## src/stq_pkg.sv

```systemverilog
// Shared types, codes and constants of the sorted timer queue.
package stq_pkg;

	localparam int MS_PER_SECOND = 1000;
	localparam int SLOTS_DEFAULT = 16;
	localparam logic [23:0] DEFAULT_MAX_TIMEOUT = 24'(30 * MS_PER_SECOND);
	localparam logic [31:0] SIGN_BIT = 32'h8000_0000;

	// Command codes of an input item.
	typedef enum logic [1:0] {
		CMD_SCHEDULE = 2'd0,
		CMD_CANCEL   = 2'd1,
		CMD_TICK     = 2'd2,
		CMD_QUERY    = 2'd3
	} cmd_e_t;

	// Sequencer states.
	typedef enum logic [2:0] {
		ST_IDLE,
		ST_DISPATCH,
		ST_CANCEL,
		ST_SCAN,
		ST_DRAIN,
		ST_EVAL,
		ST_DONE
	} state_e_t;

	// One slot entry in the deadline memory.
	typedef struct packed {
		logic        notify;
		logic [31:0] deadline;
	} entry_t;

	// Memory access strobes and write data.
	typedef struct packed {
		logic   we;
		logic   re;
		entry_t wdata;
	} mem_req_t;

	// One result item.
	typedef struct packed {
		logic        status;
		logic        fired;
		logic [3:0]  fired_id;
		logic        cancel_notice;
		logic [23:0] timeout_ms;
		logic        is_scheduled;
	} result_t;

endpackage

```

## src/stq_if.sv

```systemverilog
// Handshake interfaces for the command, result and configuration channels.
interface stq_req_if;
	logic        valid;
	logic        ready;
	logic [1:0]  cmd;
	logic [3:0]  timer_id;
	logic [23:0] delay_ms;
	logic        notify_on_cancel;

	modport source (output valid, cmd, timer_id, delay_ms, notify_on_cancel, input ready);
	modport sink (input valid, cmd, timer_id, delay_ms, notify_on_cancel, output ready);
endinterface

interface stq_rsp_if;
	logic        valid;
	logic        ready;
	logic        status;
	logic        fired;
	logic [3:0]  fired_id;
	logic        cancel_notice;
	logic [23:0] timeout_ms;
	logic        is_scheduled;

	modport source (output valid, status, fired, fired_id, cancel_notice, timeout_ms,
		is_scheduled, input ready);
	modport sink (input valid, status, fired, fired_id, cancel_notice, timeout_ms,
		is_scheduled, output ready);
endinterface

interface stq_cfg_if;
	logic        valid;
	logic        ready;
	logic [23:0] data;

	modport source (output valid, data, input ready);
	modport sink (input valid, data, output ready);
endinterface

```

## src/stq_mem.sv

```systemverilog
// Deadline and notice-flag memory: one write port, one registered read port.
module stq_mem #(
	parameter int SLOTS = stq_pkg::SLOTS_DEFAULT,
	localparam int IW = $clog2(SLOTS)
) (
	input  logic             clk,
	input  stq_pkg::mem_req_t req,
	input  logic [IW-1:0]    waddr,
	input  logic [IW-1:0]    raddr,
	output stq_pkg::entry_t  rdata
);

	stq_pkg::entry_t mem_q [SLOTS];
	stq_pkg::entry_t rdata_q;

	// Write port.
	always_ff @(posedge clk) begin
		if (req.we) begin
			mem_q[waddr] <= req.wdata;
		end
	end

	// Registered read port.
	always_ff @(posedge clk) begin
		if (req.re) begin
			rdata_q <= mem_q[raddr];
		end
	end

	assign rdata = rdata_q;

endmodule

```

## src/stq_ctrl.sv

```systemverilog
// Command sequencer: slot bookkeeping, deadline scan and result register.
module stq_ctrl #(
	parameter int SLOTS = stq_pkg::SLOTS_DEFAULT,
	localparam int IW = $clog2(SLOTS)
) (
	input  logic              clk,
	input  logic              arst_n,
	stq_req_if.sink           req,
	stq_rsp_if.source         rsp,
	input  logic [23:0]       max_timeout_ms,
	output stq_pkg::mem_req_t mem_req,
	output logic [IW-1:0]     mem_waddr,
	output logic [IW-1:0]     mem_raddr,
	input  stq_pkg::entry_t   mem_rdata
);

	localparam logic [IW-1:0] LAST_SLOT = IW'(SLOTS - 1);

	stq_pkg::state_e_t state_q, state_d;
	stq_pkg::cmd_e_t   cmd_q;
	logic [3:0]        id_q;
	logic [23:0]       delay_q;
	logic              flag_q;
	logic [31:0]       now_q;
	logic [SLOTS-1:0]  busy_q;
	logic [IW-1:0]     cnt_q;
	logic              pipe_vld_s1;
	logic [IW-1:0]     pipe_idx_s1;
	logic              best_vld_q;
	logic [IW-1:0]     best_idx_q;
	logic [31:0]       best_key_q;
	stq_pkg::result_t  res_q, res_disp;
	stq_pkg::result_t  rsp_q;
	logic              rsp_valid_q;

	logic [IW-1:0] sid;
	logic          id_ok;
	logic          slot_busy;
	logic [31:0]   scan_key;
	logic          take;
	logic [31:0]   best_diff;
	logic          fire;
	logic [23:0]   timeout;
	logic          accept;
	logic          load_out;

	// Slot addressed by the current item and whether it names a real slot.
	assign sid       = IW'(id_q);
	assign id_ok     = 32'(id_q) < 32'(SLOTS);
	assign slot_busy = id_ok && busy_q[sid];

	assign accept   = (state_q == stq_pkg::ST_IDLE) && req.valid;
	assign load_out = (state_q == stq_pkg::ST_DONE) && (!rsp_valid_q || rsp.ready);

	// Scan compare: offset key of the entry read last cycle against the best so far.
	assign scan_key = (mem_rdata.deadline - now_q) ^ stq_pkg::SIGN_BIT;
	assign take     = pipe_vld_s1 && busy_q[pipe_idx_s1]
		&& (!best_vld_q || (scan_key < best_key_q));

	// Expiry and clamped timeout from the earliest slot.
	assign best_diff = best_key_q ^ stq_pkg::SIGN_BIT;
	assign fire      = best_vld_q && ((best_diff == 32'd0) || best_diff[31]);

	always_comb begin
		timeout = max_timeout_ms;
		if (best_vld_q) begin
			if (best_diff[31]) begin
				timeout = '0;
			end else if (best_diff < {8'd0, max_timeout_ms}) begin
				timeout = best_diff[23:0];
			end
		end
	end

	// Result fields known as soon as the command is decoded.
	always_comb begin
		res_disp = '0;
		unique case (cmd_q)
			stq_pkg::CMD_SCHEDULE: res_disp.status = !id_ok || slot_busy;
			stq_pkg::CMD_CANCEL:   res_disp.status = !slot_busy;
			stq_pkg::CMD_TICK:     res_disp.status = 1'b0;
			stq_pkg::CMD_QUERY:    res_disp.is_scheduled = slot_busy;
		endcase
	end

	// Next state and memory strobes.
	always_comb begin
		state_d       = state_q;
		mem_req       = '0;
		mem_req.wdata = '{notify: flag_q, deadline: now_q + 32'(delay_q)};
		mem_waddr     = sid;
		mem_raddr     = cnt_q;
		unique case (state_q)
			stq_pkg::ST_IDLE: begin
				if (req.valid) begin
					state_d = stq_pkg::ST_DISPATCH;
				end
			end
			stq_pkg::ST_DISPATCH: begin
				unique case (cmd_q)
					stq_pkg::CMD_SCHEDULE: begin
						mem_req.we = id_ok && !slot_busy;
						state_d    = stq_pkg::ST_DONE;
					end
					stq_pkg::CMD_CANCEL: begin
						if (slot_busy) begin
							mem_req.re = 1'b1;
							mem_raddr  = sid;
							state_d    = stq_pkg::ST_CANCEL;
						end else begin
							state_d = stq_pkg::ST_DONE;
						end
					end
					stq_pkg::CMD_TICK,
					stq_pkg::CMD_QUERY: state_d = stq_pkg::ST_SCAN;
				endcase
			end
			stq_pkg::ST_CANCEL: state_d = stq_pkg::ST_DONE;
			stq_pkg::ST_SCAN: begin
				mem_req.re = 1'b1;
				if (cnt_q == LAST_SLOT) begin
					state_d = stq_pkg::ST_DRAIN;
				end
			end
			stq_pkg::ST_DRAIN: state_d = stq_pkg::ST_EVAL;
			stq_pkg::ST_EVAL:  state_d = stq_pkg::ST_DONE;
			stq_pkg::ST_DONE: begin
				if (!rsp_valid_q || rsp.ready) begin
					state_d = stq_pkg::ST_IDLE;
				end
			end
			default: state_d = stq_pkg::ST_IDLE;
		endcase
	end

	// State register.
	always_ff @(posedge clk or negedge arst_n) begin
		if (!arst_n) begin
			state_q <= stq_pkg::ST_IDLE;
		end else begin
			state_q <= state_d;
		end
	end

	// Control state: clock, busy bits, scan flags and result valid.
	always_ff @(posedge clk or negedge arst_n) begin
		if (!arst_n) begin
			now_q       <= '0;
			busy_q      <= '0;
			pipe_vld_s1 <= 1'b0;
			best_vld_q  <= 1'b0;
			rsp_valid_q <= 1'b0;
		end else begin
			pipe_vld_s1 <= (state_q == stq_pkg::ST_SCAN);
			if (state_q == stq_pkg::ST_DISPATCH) begin
				best_vld_q <= 1'b0;
				unique case (cmd_q)
					stq_pkg::CMD_SCHEDULE: begin
						if (id_ok && !slot_busy) begin
							busy_q[sid] <= 1'b1;
						end
					end
					stq_pkg::CMD_CANCEL: begin
						if (slot_busy) begin
							busy_q[sid] <= 1'b0;
						end
					end
					stq_pkg::CMD_TICK:  now_q <= now_q + 32'd1;
					stq_pkg::CMD_QUERY: now_q <= now_q;
				endcase
			end else if (take) begin
				best_vld_q <= 1'b1;
			end
			if ((state_q == stq_pkg::ST_EVAL) && (cmd_q == stq_pkg::CMD_TICK) && fire) begin
				busy_q[best_idx_q] <= 1'b0;
			end
			if (load_out) begin
				rsp_valid_q <= 1'b1;
			end else if (rsp.ready) begin
				rsp_valid_q <= 1'b0;
			end
		end
	end

	// Payload: captured item, scan pipeline, partial result and output register.
	always_ff @(posedge clk) begin
		if (accept) begin
			cmd_q   <= stq_pkg::cmd_e_t'(req.cmd);
			id_q    <= req.timer_id;
			delay_q <= req.delay_ms;
			flag_q  <= req.notify_on_cancel;
		end
		if (state_q == stq_pkg::ST_DISPATCH) begin
			cnt_q <= '0;
			res_q <= res_disp;
		end else if (state_q == stq_pkg::ST_SCAN) begin
			cnt_q <= cnt_q + IW'(1);
		end
		pipe_idx_s1 <= cnt_q;
		if (take) begin
			best_idx_q <= pipe_idx_s1;
			best_key_q <= scan_key;
		end
		if (state_q == stq_pkg::ST_CANCEL) begin
			res_q.cancel_notice <= mem_rdata.notify;
		end
		if (state_q == stq_pkg::ST_EVAL) begin
			if (cmd_q == stq_pkg::CMD_TICK) begin
				res_q.fired    <= fire;
				res_q.fired_id <= fire ? 4'(best_idx_q) : 4'd0;
			end else begin
				res_q.timeout_ms <= timeout;
			end
		end
		if (load_out) begin
			rsp_q <= res_q;
		end
	end

	assign req.ready         = (state_q == stq_pkg::ST_IDLE);
	assign rsp.valid         = rsp_valid_q;
	assign rsp.status        = rsp_q.status;
	assign rsp.fired         = rsp_q.fired;
	assign rsp.fired_id      = rsp_q.fired_id;
	assign rsp.cancel_notice = rsp_q.cancel_notice;
	assign rsp.timeout_ms    = rsp_q.timeout_ms;
	assign rsp.is_scheduled  = rsp_q.is_scheduled;

endmodule

```

## src/sorted_timer_queue_top.sv

```systemverilog
// Top level of the sorted timer queue: configuration register, sequencer and slot memory.
//
//   Channel  Direction  Payload
//   req      in         cmd, timer_id, delay_ms, notify_on_cancel
//   rsp      out        status, fired, fired_id, cancel_notice, timeout_ms, is_scheduled
//   cfg      in         data (max_timeout_ms)
//
// Schedule goes through dispatch and done; cancel adds a notice-flag read on a busy slot;
// tick and query scan every slot, reading one slot entry a cycle through the single read
// port of the slot memory, then drain and evaluate.
// Reset clears the clock and the slot busy flags at once; the memory needs no clearing.
// A finished result waits in the output register while the next item is accepted;
// an item completed behind a waiting result holds until that result is taken.
module sorted_timer_queue_top #(
	parameter int SLOTS = stq_pkg::SLOTS_DEFAULT
) (
	input  logic      clk,
	input  logic      arst_n,
	stq_req_if.sink   req,
	stq_rsp_if.source rsp,
	stq_cfg_if.sink   cfg
);

	localparam int IW = $clog2(SLOTS);

	logic [23:0]       max_timeout_q;
	stq_pkg::mem_req_t mem_req;
	logic [IW-1:0]     mem_waddr;
	logic [IW-1:0]     mem_raddr;
	stq_pkg::entry_t   mem_rdata;

	// Timeout clamp register, always ready for a write.
	assign cfg.ready = 1'b1;

	always_ff @(posedge clk or negedge arst_n) begin
		if (!arst_n) begin
			max_timeout_q <= stq_pkg::DEFAULT_MAX_TIMEOUT;
		end else if (cfg.valid) begin
			max_timeout_q <= cfg.data;
		end
	end

	stq_ctrl #(.SLOTS(SLOTS)) u_ctrl (
		.clk            (clk),
		.arst_n         (arst_n),
		.req            (req),
		.rsp            (rsp),
		.max_timeout_ms (max_timeout_q),
		.mem_req        (mem_req),
		.mem_waddr      (mem_waddr),
		.mem_raddr      (mem_raddr),
		.mem_rdata      (mem_rdata)
	);

	stq_mem #(.SLOTS(SLOTS)) u_mem (
		.clk   (clk),
		.req   (mem_req),
		.waddr (mem_waddr),
		.raddr (mem_raddr),
		.rdata (mem_rdata)
	);

endmodule

```

## src/flat_wrapper.sv

```systemverilog
// flat-port wrapper written by rule: the top's interface ports become plain ports
module sorted_timer_queue_top_flat 
#(
	parameter int SLOTS = stq_pkg::SLOTS_DEFAULT
)
  (clk, arst_n, req_valid, req_cmd, req_timer_id, req_delay_ms, req_notify_on_cancel, req_ready, rsp_valid, rsp_status, rsp_fired, rsp_fired_id, rsp_cancel_notice, rsp_timeout_ms, rsp_is_scheduled, rsp_ready, cfg_valid, cfg_data, cfg_ready);
  stq_req_if req_i ();
  stq_rsp_if rsp_i ();
  stq_cfg_if cfg_i ();
  input  logic clk;
  input  logic arst_n;
  input wire logic [$bits(req_i.valid)-1:0] req_valid;
  input wire logic [$bits(req_i.cmd)-1:0] req_cmd;
  input wire logic [$bits(req_i.timer_id)-1:0] req_timer_id;
  input wire logic [$bits(req_i.delay_ms)-1:0] req_delay_ms;
  input wire logic [$bits(req_i.notify_on_cancel)-1:0] req_notify_on_cancel;
  output wire logic [$bits(req_i.ready)-1:0] req_ready;
  output wire logic [$bits(rsp_i.valid)-1:0] rsp_valid;
  output wire logic [$bits(rsp_i.status)-1:0] rsp_status;
  output wire logic [$bits(rsp_i.fired)-1:0] rsp_fired;
  output wire logic [$bits(rsp_i.fired_id)-1:0] rsp_fired_id;
  output wire logic [$bits(rsp_i.cancel_notice)-1:0] rsp_cancel_notice;
  output wire logic [$bits(rsp_i.timeout_ms)-1:0] rsp_timeout_ms;
  output wire logic [$bits(rsp_i.is_scheduled)-1:0] rsp_is_scheduled;
  input wire logic [$bits(rsp_i.ready)-1:0] rsp_ready;
  input wire logic [$bits(cfg_i.valid)-1:0] cfg_valid;
  input wire logic [$bits(cfg_i.data)-1:0] cfg_data;
  output wire logic [$bits(cfg_i.ready)-1:0] cfg_ready;
  assign req_i.valid = req_valid;
  assign req_i.cmd = req_cmd;
  assign req_i.timer_id = req_timer_id;
  assign req_i.delay_ms = req_delay_ms;
  assign req_i.notify_on_cancel = req_notify_on_cancel;
  assign req_ready = req_i.ready;
  assign rsp_valid = rsp_i.valid;
  assign rsp_status = rsp_i.status;
  assign rsp_fired = rsp_i.fired;
  assign rsp_fired_id = rsp_i.fired_id;
  assign rsp_cancel_notice = rsp_i.cancel_notice;
  assign rsp_timeout_ms = rsp_i.timeout_ms;
  assign rsp_is_scheduled = rsp_i.is_scheduled;
  assign rsp_i.ready = rsp_ready;
  assign cfg_i.valid = cfg_valid;
  assign cfg_i.data = cfg_data;
  assign cfg_ready = cfg_i.ready;
  sorted_timer_queue_top #(.SLOTS(SLOTS)) u_core (.clk(clk), .arst_n(arst_n), .req(req_i), .rsp(rsp_i), .cfg(cfg_i));
endmodule
```

## config.mk

```make
export PLATFORM = sky130hd
export DESIGN_NAME = sorted_timer_queue_top_flat
export DESIGN_NICKNAME = d
export VERILOG_FILES = /design/src/stq_pkg.sv /design/src/stq_if.sv /design/src/stq_mem.sv /design/src/stq_ctrl.sv /design/src/sorted_timer_queue_top.sv /design/src/flat_wrapper.sv
export SDC_FILE = /design/constraint.sdc
export NUM_CORES = 1
export LEC_CHECK = 0
export ABC_AREA = 1
export BUFFER_PORTS_ARGS = -buffer_cell sky130_fd_sc_hd__buf_2
export CAP_MARGIN = 20
export CORE_ASPECT_RATIO = 1.2
export CORE_UTILIZATION = 41
export DETAILED_ROUTE_END_ITERATION = 10
export MAX_ROUTING_LAYER = met4
export PLACE_DENSITY = 0.65
export SYNTH_ARGS = -nofsm -noshare
export SYNTH_HDL_FRONTEND = slang
export SYNTH_HIERARCHICAL = 1
export SYNTH_SLANG_ARGS = --single-unit
```

## constraint.sdc

```tcl
create_clock -name clk -period 5.7 [get_ports clk]
set_input_delay 0.57 -clock clk [delete_from_list [all_inputs] [get_ports clk]]
set_output_delay 0.57 -clock clk [all_outputs]
set_load 0.02 [all_outputs]
```

==> metrics list, run 1 <==
- Main synth FF type: edfxtp_1
- The share of synthesized area in the top cell type comes to a little over half.
* TritonCTS clock tree: done
* Most used cell, CP: nand2_1
- Worst min path class: in -> reg
- Sequential cells were found to cover 60.3% of the synthesized design area.
- Number of remaining DRC errors: 0
- The clock passes through at most 3 buffers.
* Die boundary width: between 200 and 300 µm
- Starting utilization of the core area: between 40% and 50%
- Final period util: 80.0%
- Summing over every cut layer, the via total after detailed routing is 27100.
- The number of antenna violations at the first check in global routing is 0.
- The clock period could shrink to 4.56 ns.
* Total die area: 92600 µm²
- Via-to-Cell Ratio: 5.16
- Number of levels the H-tree was split into: 3
* Post-route setup slack: 1.14 ns
- Worst slack at placement: 1.12 ns
* Met3 GRT Util: ~2.6%
- Post-Syn Area per Cell: between 9 and 10 µm²
* GP Congestion: 0.991
* Most instantiated library cell after synthesis: nand2_1
- The post-route netlist has around 8.6% of its cells at a drive strength greater than 1.
* Worst path max stage delay: 0.45 ns
- Clock latency at the later pin of the worst-skew pair: 0.66 ns
- The first global-routing pass estimated between 150 and 200 mm of wire.
- Across the routed clock network, the largest skew measured is around 0.023 ns.
- VDD sags by at most 0.342 mV.
- The final-report hold violation count was 0.
- Clock tree synthesis inserted a total of 77 buffers.
- For the pin with the worst max-slew slack, the measured transition is 1.13 ns.
- Kind of critical path: reg -> reg
* Fraction of synthesis flops using an asynchronous set or reset pin: about a tenth
- The commonest cells after synthesis are nand2_1 (1091), edfxtp_1 (663), inv_1 (630), nand3_1 (497), a21oi_1 (168).
- Cell-by-cell trace of the critical path: ha_1 -> inv_1 -> fa_1 -> nand3_1 -> nand2_1 -> a21boi_0 -> o21ai_0 -> a21oi_1 -> o21ai_0 -> nand2_1 -> nand2_1 -> ha_1 -> nand4_1 -> o221ai_1 -> a21oi_1 -> nand2_1 -> a21oi_4 -> buf_4
* Cell Area, Synth: 37500 µm²
- Run status: completed
- Total negative slack: 0 ns
- Summing all placed instances gives a cell area of just under 40000 µm².
- For the worst setup path, the data required time is 6.01 ns.
* Leakage dissipation: 18.1 nW
- The die is 333 µm tall.
* Layer with the highest usage after global routing: met2
* Largest net degree at the start of global routing: 163
- The Yosys step of the flow raised 6 warnings.
- After routing the design area is 42000 µm².
- Counting the fill cells in the layout gives 8322.
- Yosys mapped a number of flops with a built-in enable equal to between 600 and 700.
- Largest cells by area after synthesis: edfxtp_1 (53%), nand2_1 (11%), nand3_1 (6.6%)
- Unrepaired setup endpoints after global routing: false
- The core region is 90700 µm².
- In this run the power density over the cells is 423 nW/µm².
- The tree is rooted in a clkbuf_16.
- Number of antenna-violating nets in the routed design: 0
- Max capacitance violation total: 0
- In the final design database the tool counted between 4000 and 5000 nets.
* Residual overflow from global routing: 0
- 0 antenna diodes ended up in the layout.
- For met2 alone, demand over resource in global routing was ~37%.
* Register clock-pin slew on the reported worst setup and hold paths: 0.07 ns
* FF+latch count, synth: 778
- The worst setup path is captured at a register.
* Row Count: 121
- The number of nets in the synthesized netlist is 4082.
- Static timing analysis puts the maximum clock frequency at 0.219 GHz.
- The critical path contains buffers and inverters numbering 2 combined.
- In the final routed layout, each cell accounts on average for roughly 19 µm.
- Number of instances in the synthesized netlist: approximately 3900
- Arrival time worst endpoint: 4.87 ns
- Startpoint kind of the worst setup timing path: register
- The biggest area contributor in the post-synthesis netlist is edfxtp_1.
- Total of endpoints with negative setup slack in the final report: 0
* Vias in the first global route: 26200
- For this run, the detailed router's first-pass iteration total came to 5.
- Setup slack on the worst reg-to-reg path comes out at roughly 1.1 ns.
* Tot GR Track Use: 22.1%
- PostCTS Resize Cnt: 0
* Total of buffers placed on input and output ports: slightly above 90
- Boundary Pins: 95
- Summed over all nets, the half-perimeter wirelength after detailed placement is 62.8 mm.
- The slowest stage of the critical path is the dfrtp_1 cell.
- Max-slew headroom at the worst pin: between 20% and 30%
- Clock sink count: 778
- The netlist uses 52 different library cells.
- Max-slew violations: 0
* Layout overhead on the synthesized area: 12.1%
* Critical path's top delay family: compound AO/OA/AOI/OAI gates
- Detailed router's first-iteration violation count: just over 2000
- For met1 alone, demand over resource in global routing was 27.1%.
- In this run the worst path has a maximum fanout of 29.
- Summed over all layers, the routed wires come to 99.5 mm.
timing repair:
item	CTS	global route
hold buffers	1	0
setup buffers	0	0
endpoints found under the hold margin	9	0
final cells by class:
class | count | area (µm²) | share of cell area [%]
clock inverters | 48 | 430 | 1.02
well taps | 1168 | 1460 | 3.48
multi-input cells | 2352 | 11900 | 28.4
inverters | 638 | 2410 | 5.74
flip-flops and latches | 778 | 22600 | 53.8
repair buffers | 171 | 1150 | 2.75
clock buffers | 91 | 2010 | 4.78
metrics by stage:
stage | utilization, % | power [mW] | cells | hold slack (ns)
2_1_floorplan | - | 11.1 | 3909 | 0.274
3_3_place_gp | 43.5 | 12.8 | 5090 | 0.387
3_5_place_dp | 43.5 | 12.8 | 5092 | 0.382
4_1_cts | 46.2 | 17.9 | 5232 | 0.0544
5_1_grt | 46.3 | 18.8 | 5246 | 0.0755
6_report | 46.3 | 17.8 | 5246 | 0.0899
power breakdown:
group          leakage [nW]  switching, mW  internal (mW)
registers              7.64          0.300           6.96
logic                  9.24           3.85           1.68
clock network          1.17           2.21           2.81
flip-flops by register name (all words and copies together) (netlist names), 2 cells and up:
| signal | count |
|---|---|
| u_core/max_timeout_q | 24 |
| u_core/u_ctrl/cnt_q | 4 |
| u_core/u_ctrl/state_q | 3 |
| u_core/u_ctrl/now_q | 32 |
| u_core/u_ctrl/rsp.timeout_ms | 24 |
| u_core/u_ctrl/mem_waddr | 4 |
| u_core/u_ctrl/busy_q | 16 |
| u_core/u_ctrl/cmd_q | 2 |
| u_core/u_ctrl/pipe_idx_s1 | 4 |
| u_core/u_ctrl/res_q | 32 |
| u_core/u_ctrl/best_key_q | 32 |
| u_core/u_ctrl/delay_q | 24 |
| u_core/u_ctrl/rsp.fired_id | 4 |
| u_core/u_mem/rdata | 33 |
| u_core/u_ctrl/best_idx_q | 4 |
| u_core/u_mem/mem_q | 528 |
cells by family (layout without fill, tap and decap cells):
logic type      Yosys count  after routing  share of synthesized area, %
buf+inv                 779            948                          8.32
simple gates           1825           1825                          20.7
flops                   778            778                          60.3
other cells               1              1                        0.0100
fa+ha+maj               113            113                          3.81
xor+xnor                 84             84                          1.96
compound gates          329            329                          4.87
worst register-to-register path: stages (launching register included):
cell      delay (ns)
dfrtp_1         0.45
ha_1            0.22
inv_1           0.06
fa_1            0.42
nand3_1         0.11
nand2_1         0.11
a21boi_0        0.37
o21ai_0         0.33
a21oi_1         0.36
o21ai_0         0.13
nand2_1         0.07
nand2_1         0.08
ha_1            0.30
nand4_1         0.12
o221ai_1        0.14
a21oi_1         0.16
nand2_1         0.10
a21oi_4         0.28
buf_4           0.40
per-layer routing:
metal / vias up / part of all wire, %
met5: - / 0
met4: 0 / 3.1
met3: 179 / 5.6
met2: 853 / 50
met1: 12900 / 41
li1: 13100 / -
cells in the final DEF (no fill, tap or decap), drive strengths merged:
cell type       n
o21ai          89
a21boi          4
and3            3
a21o            4
nor4           11
nand3b          4
dlygate4sd3     1
nor3           26
nand4          33
o211ai         10
o21bai          7
a21oi         169
xor2           63
o22ai          11
nand2        1103
o2111ai         2
a211oi          1
inv           644
nand3         497
clkinv         27
edfxtp        663
dfstp           7
a31oi           2
conb            1
ha            111
o31ai           3
buf           170
o21a            6
o221ai          7
fa              2
bufinv          6
a22oi          13
dfrtp          71
clkbuf         91
nor2          148
a221oi          1
clkinvlp        9
xnor2          21
dfxtp          37
worst paths after layout:
path / from / endpoint / depth (start not counted)
worst max-delay path: u_core/u_ctrl/now_q[0] / u_core/u_ctrl/best_key_q[31] / 18
worst min-delay path: req_delay_ms[8] / u_core/u_ctrl/delay_q[8] / 1
worst max register to register: u_core/u_ctrl/now_q[0] / u_core/u_ctrl/best_key_q[31] / 18
worst min register to register: u_core/u_ctrl/cnt_q[3] / u_core/u_ctrl/pipe_idx_s1[3] / 0
max in group asynchronous: arst_n / u_core/max_timeout_q[20] / 3
min in group asynchronous: arst_n / u_core/u_ctrl/busy_q[10] / 2
Note: power is estimated with default switching activity, not from simulation.
==> inputs of run 2 (changes only) <==
==> constraint.sdc (replaced) <==
create_clock -name clk -period 4.2 [get_ports clk]
set_input_delay 0.42 -clock clk [delete_from_list [all_inputs] [get_ports clk]]
set_output_delay 0.42 -clock clk [all_outputs]
set_load 0.02 [all_outputs]
==> run 2 against run 1 <==
Compared with the run above: core utilization is 1.4 points higher; sequential cell count stayed put; critical path depth is 1 lower; worst setup slack lost 0.79 ns; global-route usage grew 0.19 points; register-to-register slack got worse by 0.79 ns; clock power is 35% higher.
==> metrics list, run 2 (synthesis gave the netlist of run 1 again) <==
* Number of remaining DRC errors: 0
- Cell area power density: 570 nW/µm²
- Total negative slack: 0 ns
- Detailed Route WL: 100 mm
- In this run the critical register-to-register path is captured at u_core/u_ctrl/best_key_q[0].
- Clock sink count: approximately 780
- Number of levels the H-tree was split into: 3
- Arrival time worst endpoint: roughly 4.2 ns
- Max capacitance violation total: 0
- Measured against its own limit, the worst slew margin works out to 32.1%.
* Cells on worst reg2reg path: 17
* Root buffer cell: clkbuf_16
- Buffer depth of the longest clock path: 3
- Total power consumption of the routed design: roughly 25 mW
- Global-route wire length before repair: 154 mm
* Register clock-pin slew on the reported worst setup and hold paths: roughly 0.06 ns
- Transition time at the pin with the least slew margin: 1.02 ns
* Origin of the worst setup path: u_core/u_ctrl/now_q[9]
- For this run, the top clock speed supported by timing is 0.260 GHz.
- Total of endpoints with negative setup slack in the final report: 0
- Of all nets on the critical path, the largest fanout is 36.
- WL/cell: between 15 and 20 µm
- Placed Cells incl. Taps: 5140
* Largest net degree at the start of global routing: 88
- Input and output buffers added on the ports amount to 93.
* Row Count: 121
- The count of pins over their slew limit is 0.
- Startpoint kind of the worst setup timing path: register
- FF-to-FF setup slack: 0.35 ns
- R2R Path Start: u_core/u_ctrl/now_q[9]
* Number of antenna-violating nets in the routed design: 0
- Measured along the y axis, the die boundary spans 333 µm.
- For this design the static power due to leakage is 18.6 nW.
* GP Congestion: 0.995
* Most common cell after layout, fill and taps aside: nand2_1
- The path with the worst hold slack has its endpoint at u_core/max_timeout_q[23].
- The filler cells instantiated in the layout total approximately 8300.
- Layout overhead on the synthesized area: 15.5%
- For the worst setup path, the data required time is between 4 and 5 ns.
- VDD sags by at most about 0.35 mV.
- The register with the most flip-flops in the layout has 528 of them.
- Number of standard cells in the layout, taps in and fillers out: 5349
- The number of antenna violations at the first check in global routing is 1.
- Between clock sinks in the finished design, the worst skew comes to 0.0300 ns.
- Unrepaired setup endpoints after global routing: false
* Nets: 4288
- The startpoint identified for the worst hold timing path is cfg_data[23].
- The worst setup path is captured at a register.
- Core region area: roughly 91000 µm²
* Setup Fix Bufs, Post-CTS: 0
- TritonCTS clock tree: done
- Detailed router's first-iteration violation count: roughly 2600
* Clock period minus final worst setup slack: 3.85 ns
- Starting utilization of the core area: 41.3%
- The register with the most flip-flops in the final layout is u_core/u_mem/mem_q.
- The number of global-route vias before repair is 26500.
* Die boundary width: 278 µm
* Run status: completed
* Final hold violations: 0
- The worst setup path is of the reg -> reg kind.
- Core Util, Final: 47.7%
- Worst hold margin: 0.103 ns
- The total overflow left after global routing is 0.
- Worst min path class: in -> reg
* Hold Path Depth: 3
* Top library cells by usage in the layout, fill and taps aside: nand2_1 (1090), edfxtp_1 (663), inv_1 (629)
* Boundary Pins: 95
* Clock latency at the later pin of the worst-skew pair: approximately 0.64 ns
* Share of post-route cells with drive strength above 1: 9.45%
* Tot GR Track Use: between 20% and 30%
- Once detailed placement completed, the half-perimeter wirelength came to 65.0 mm.
* Total die area: 92600 µm²
- Via total after detailed routing: 27400
- After detailed routing, the number of vias per cell comes to 5.12.
- Number of CTS-inserted buffers: 79
- The pre-antenna-repair detailed-routing pass consisted of 6 iterations.
* Final period util: 91.7%
-- run 2: critical path, cell delays in order, from the launching register on --
cell and delay (ns):
dfrtp_1 0.43, inv_1 0.09, ha_1 0.38, nand2_1 0.12, nor2_1 0.23, nand2_1 0.07
o21ai_0 0.37, buf_4 0.20, nand4_1 0.07, nand2_1 0.09, xor2_1 0.29, ha_1 0.31
nand4_1 0.12, o221ai_1 0.15, a21oi_1 0.14, nand2_1 0.10, a21oi_4 0.15, buf_12 0.23
-- run 2: how the worst max path moves through the flow --
stage	end	slack, ns	depth (start not counted)
after global placement	u_core/u_ctrl/best_idx_q[0]	0.16	19
final	u_core/u_ctrl/best_key_q[0]	0.35	17
after floorplan	u_core/u_ctrl/best_idx_q[0]	0.32	17
after detailed placement	u_core/u_ctrl/best_idx_q[0]	0.22	19
after global routing	u_core/u_ctrl/best_key_q[0]	0.03	19
after CTS	u_core/u_ctrl/best_key_q[17]	0.20	19
-- run 2: where the power goes --
group,switching (mW),internal [mW],total (mW)
clock,2.92,3.87,6.80
combinational,5.42,2.60,8.03
sequential,0.391,9.44,9.83
-- run 2: layer usage --
metal	wire length (µm)	share of wire, %	track usage, %
met4	2960	2.9	7.84
met1	41500	41	27.3
met3	5620	5.6	2.29
met5	0	0	-
met2	50400	50	38.3
-- run 2: repair_timing --
| action | 4_1_cts | 5_1_grt |
|---|---|---|
| resized for setup | 0 | 7 |
| hold buffers | 55 | 0 |
| endpoints found under the setup margin | 0 | 36 |
| endpoints found under the hold margin | 97 | 0 |
-- run 2: per-stage QoR --
step / setup WS, ns / instance area [µm²]
finish: 0.348 / 43300
CTS: 0.198 / 43200
detailed placement: 0.223 / 40200
global route: 0.0318 / 43300
floorplan: 0.319 / 37500
global placement: 0.165 / 40100
-- run 2: area by class of cell --
type	count	area, µm²	share of cell area (%)
clock inverter	40	323	0.746
inverter	638	2410	5.57
tap	1168	1460	3.38
timing repair buffer	266	2350	5.43
multi-input combinational	2352	12000	27.6
clock buffer	106	2160	4.99
antenna	1	2.50	0.00578
sequential	778	22600	52.2
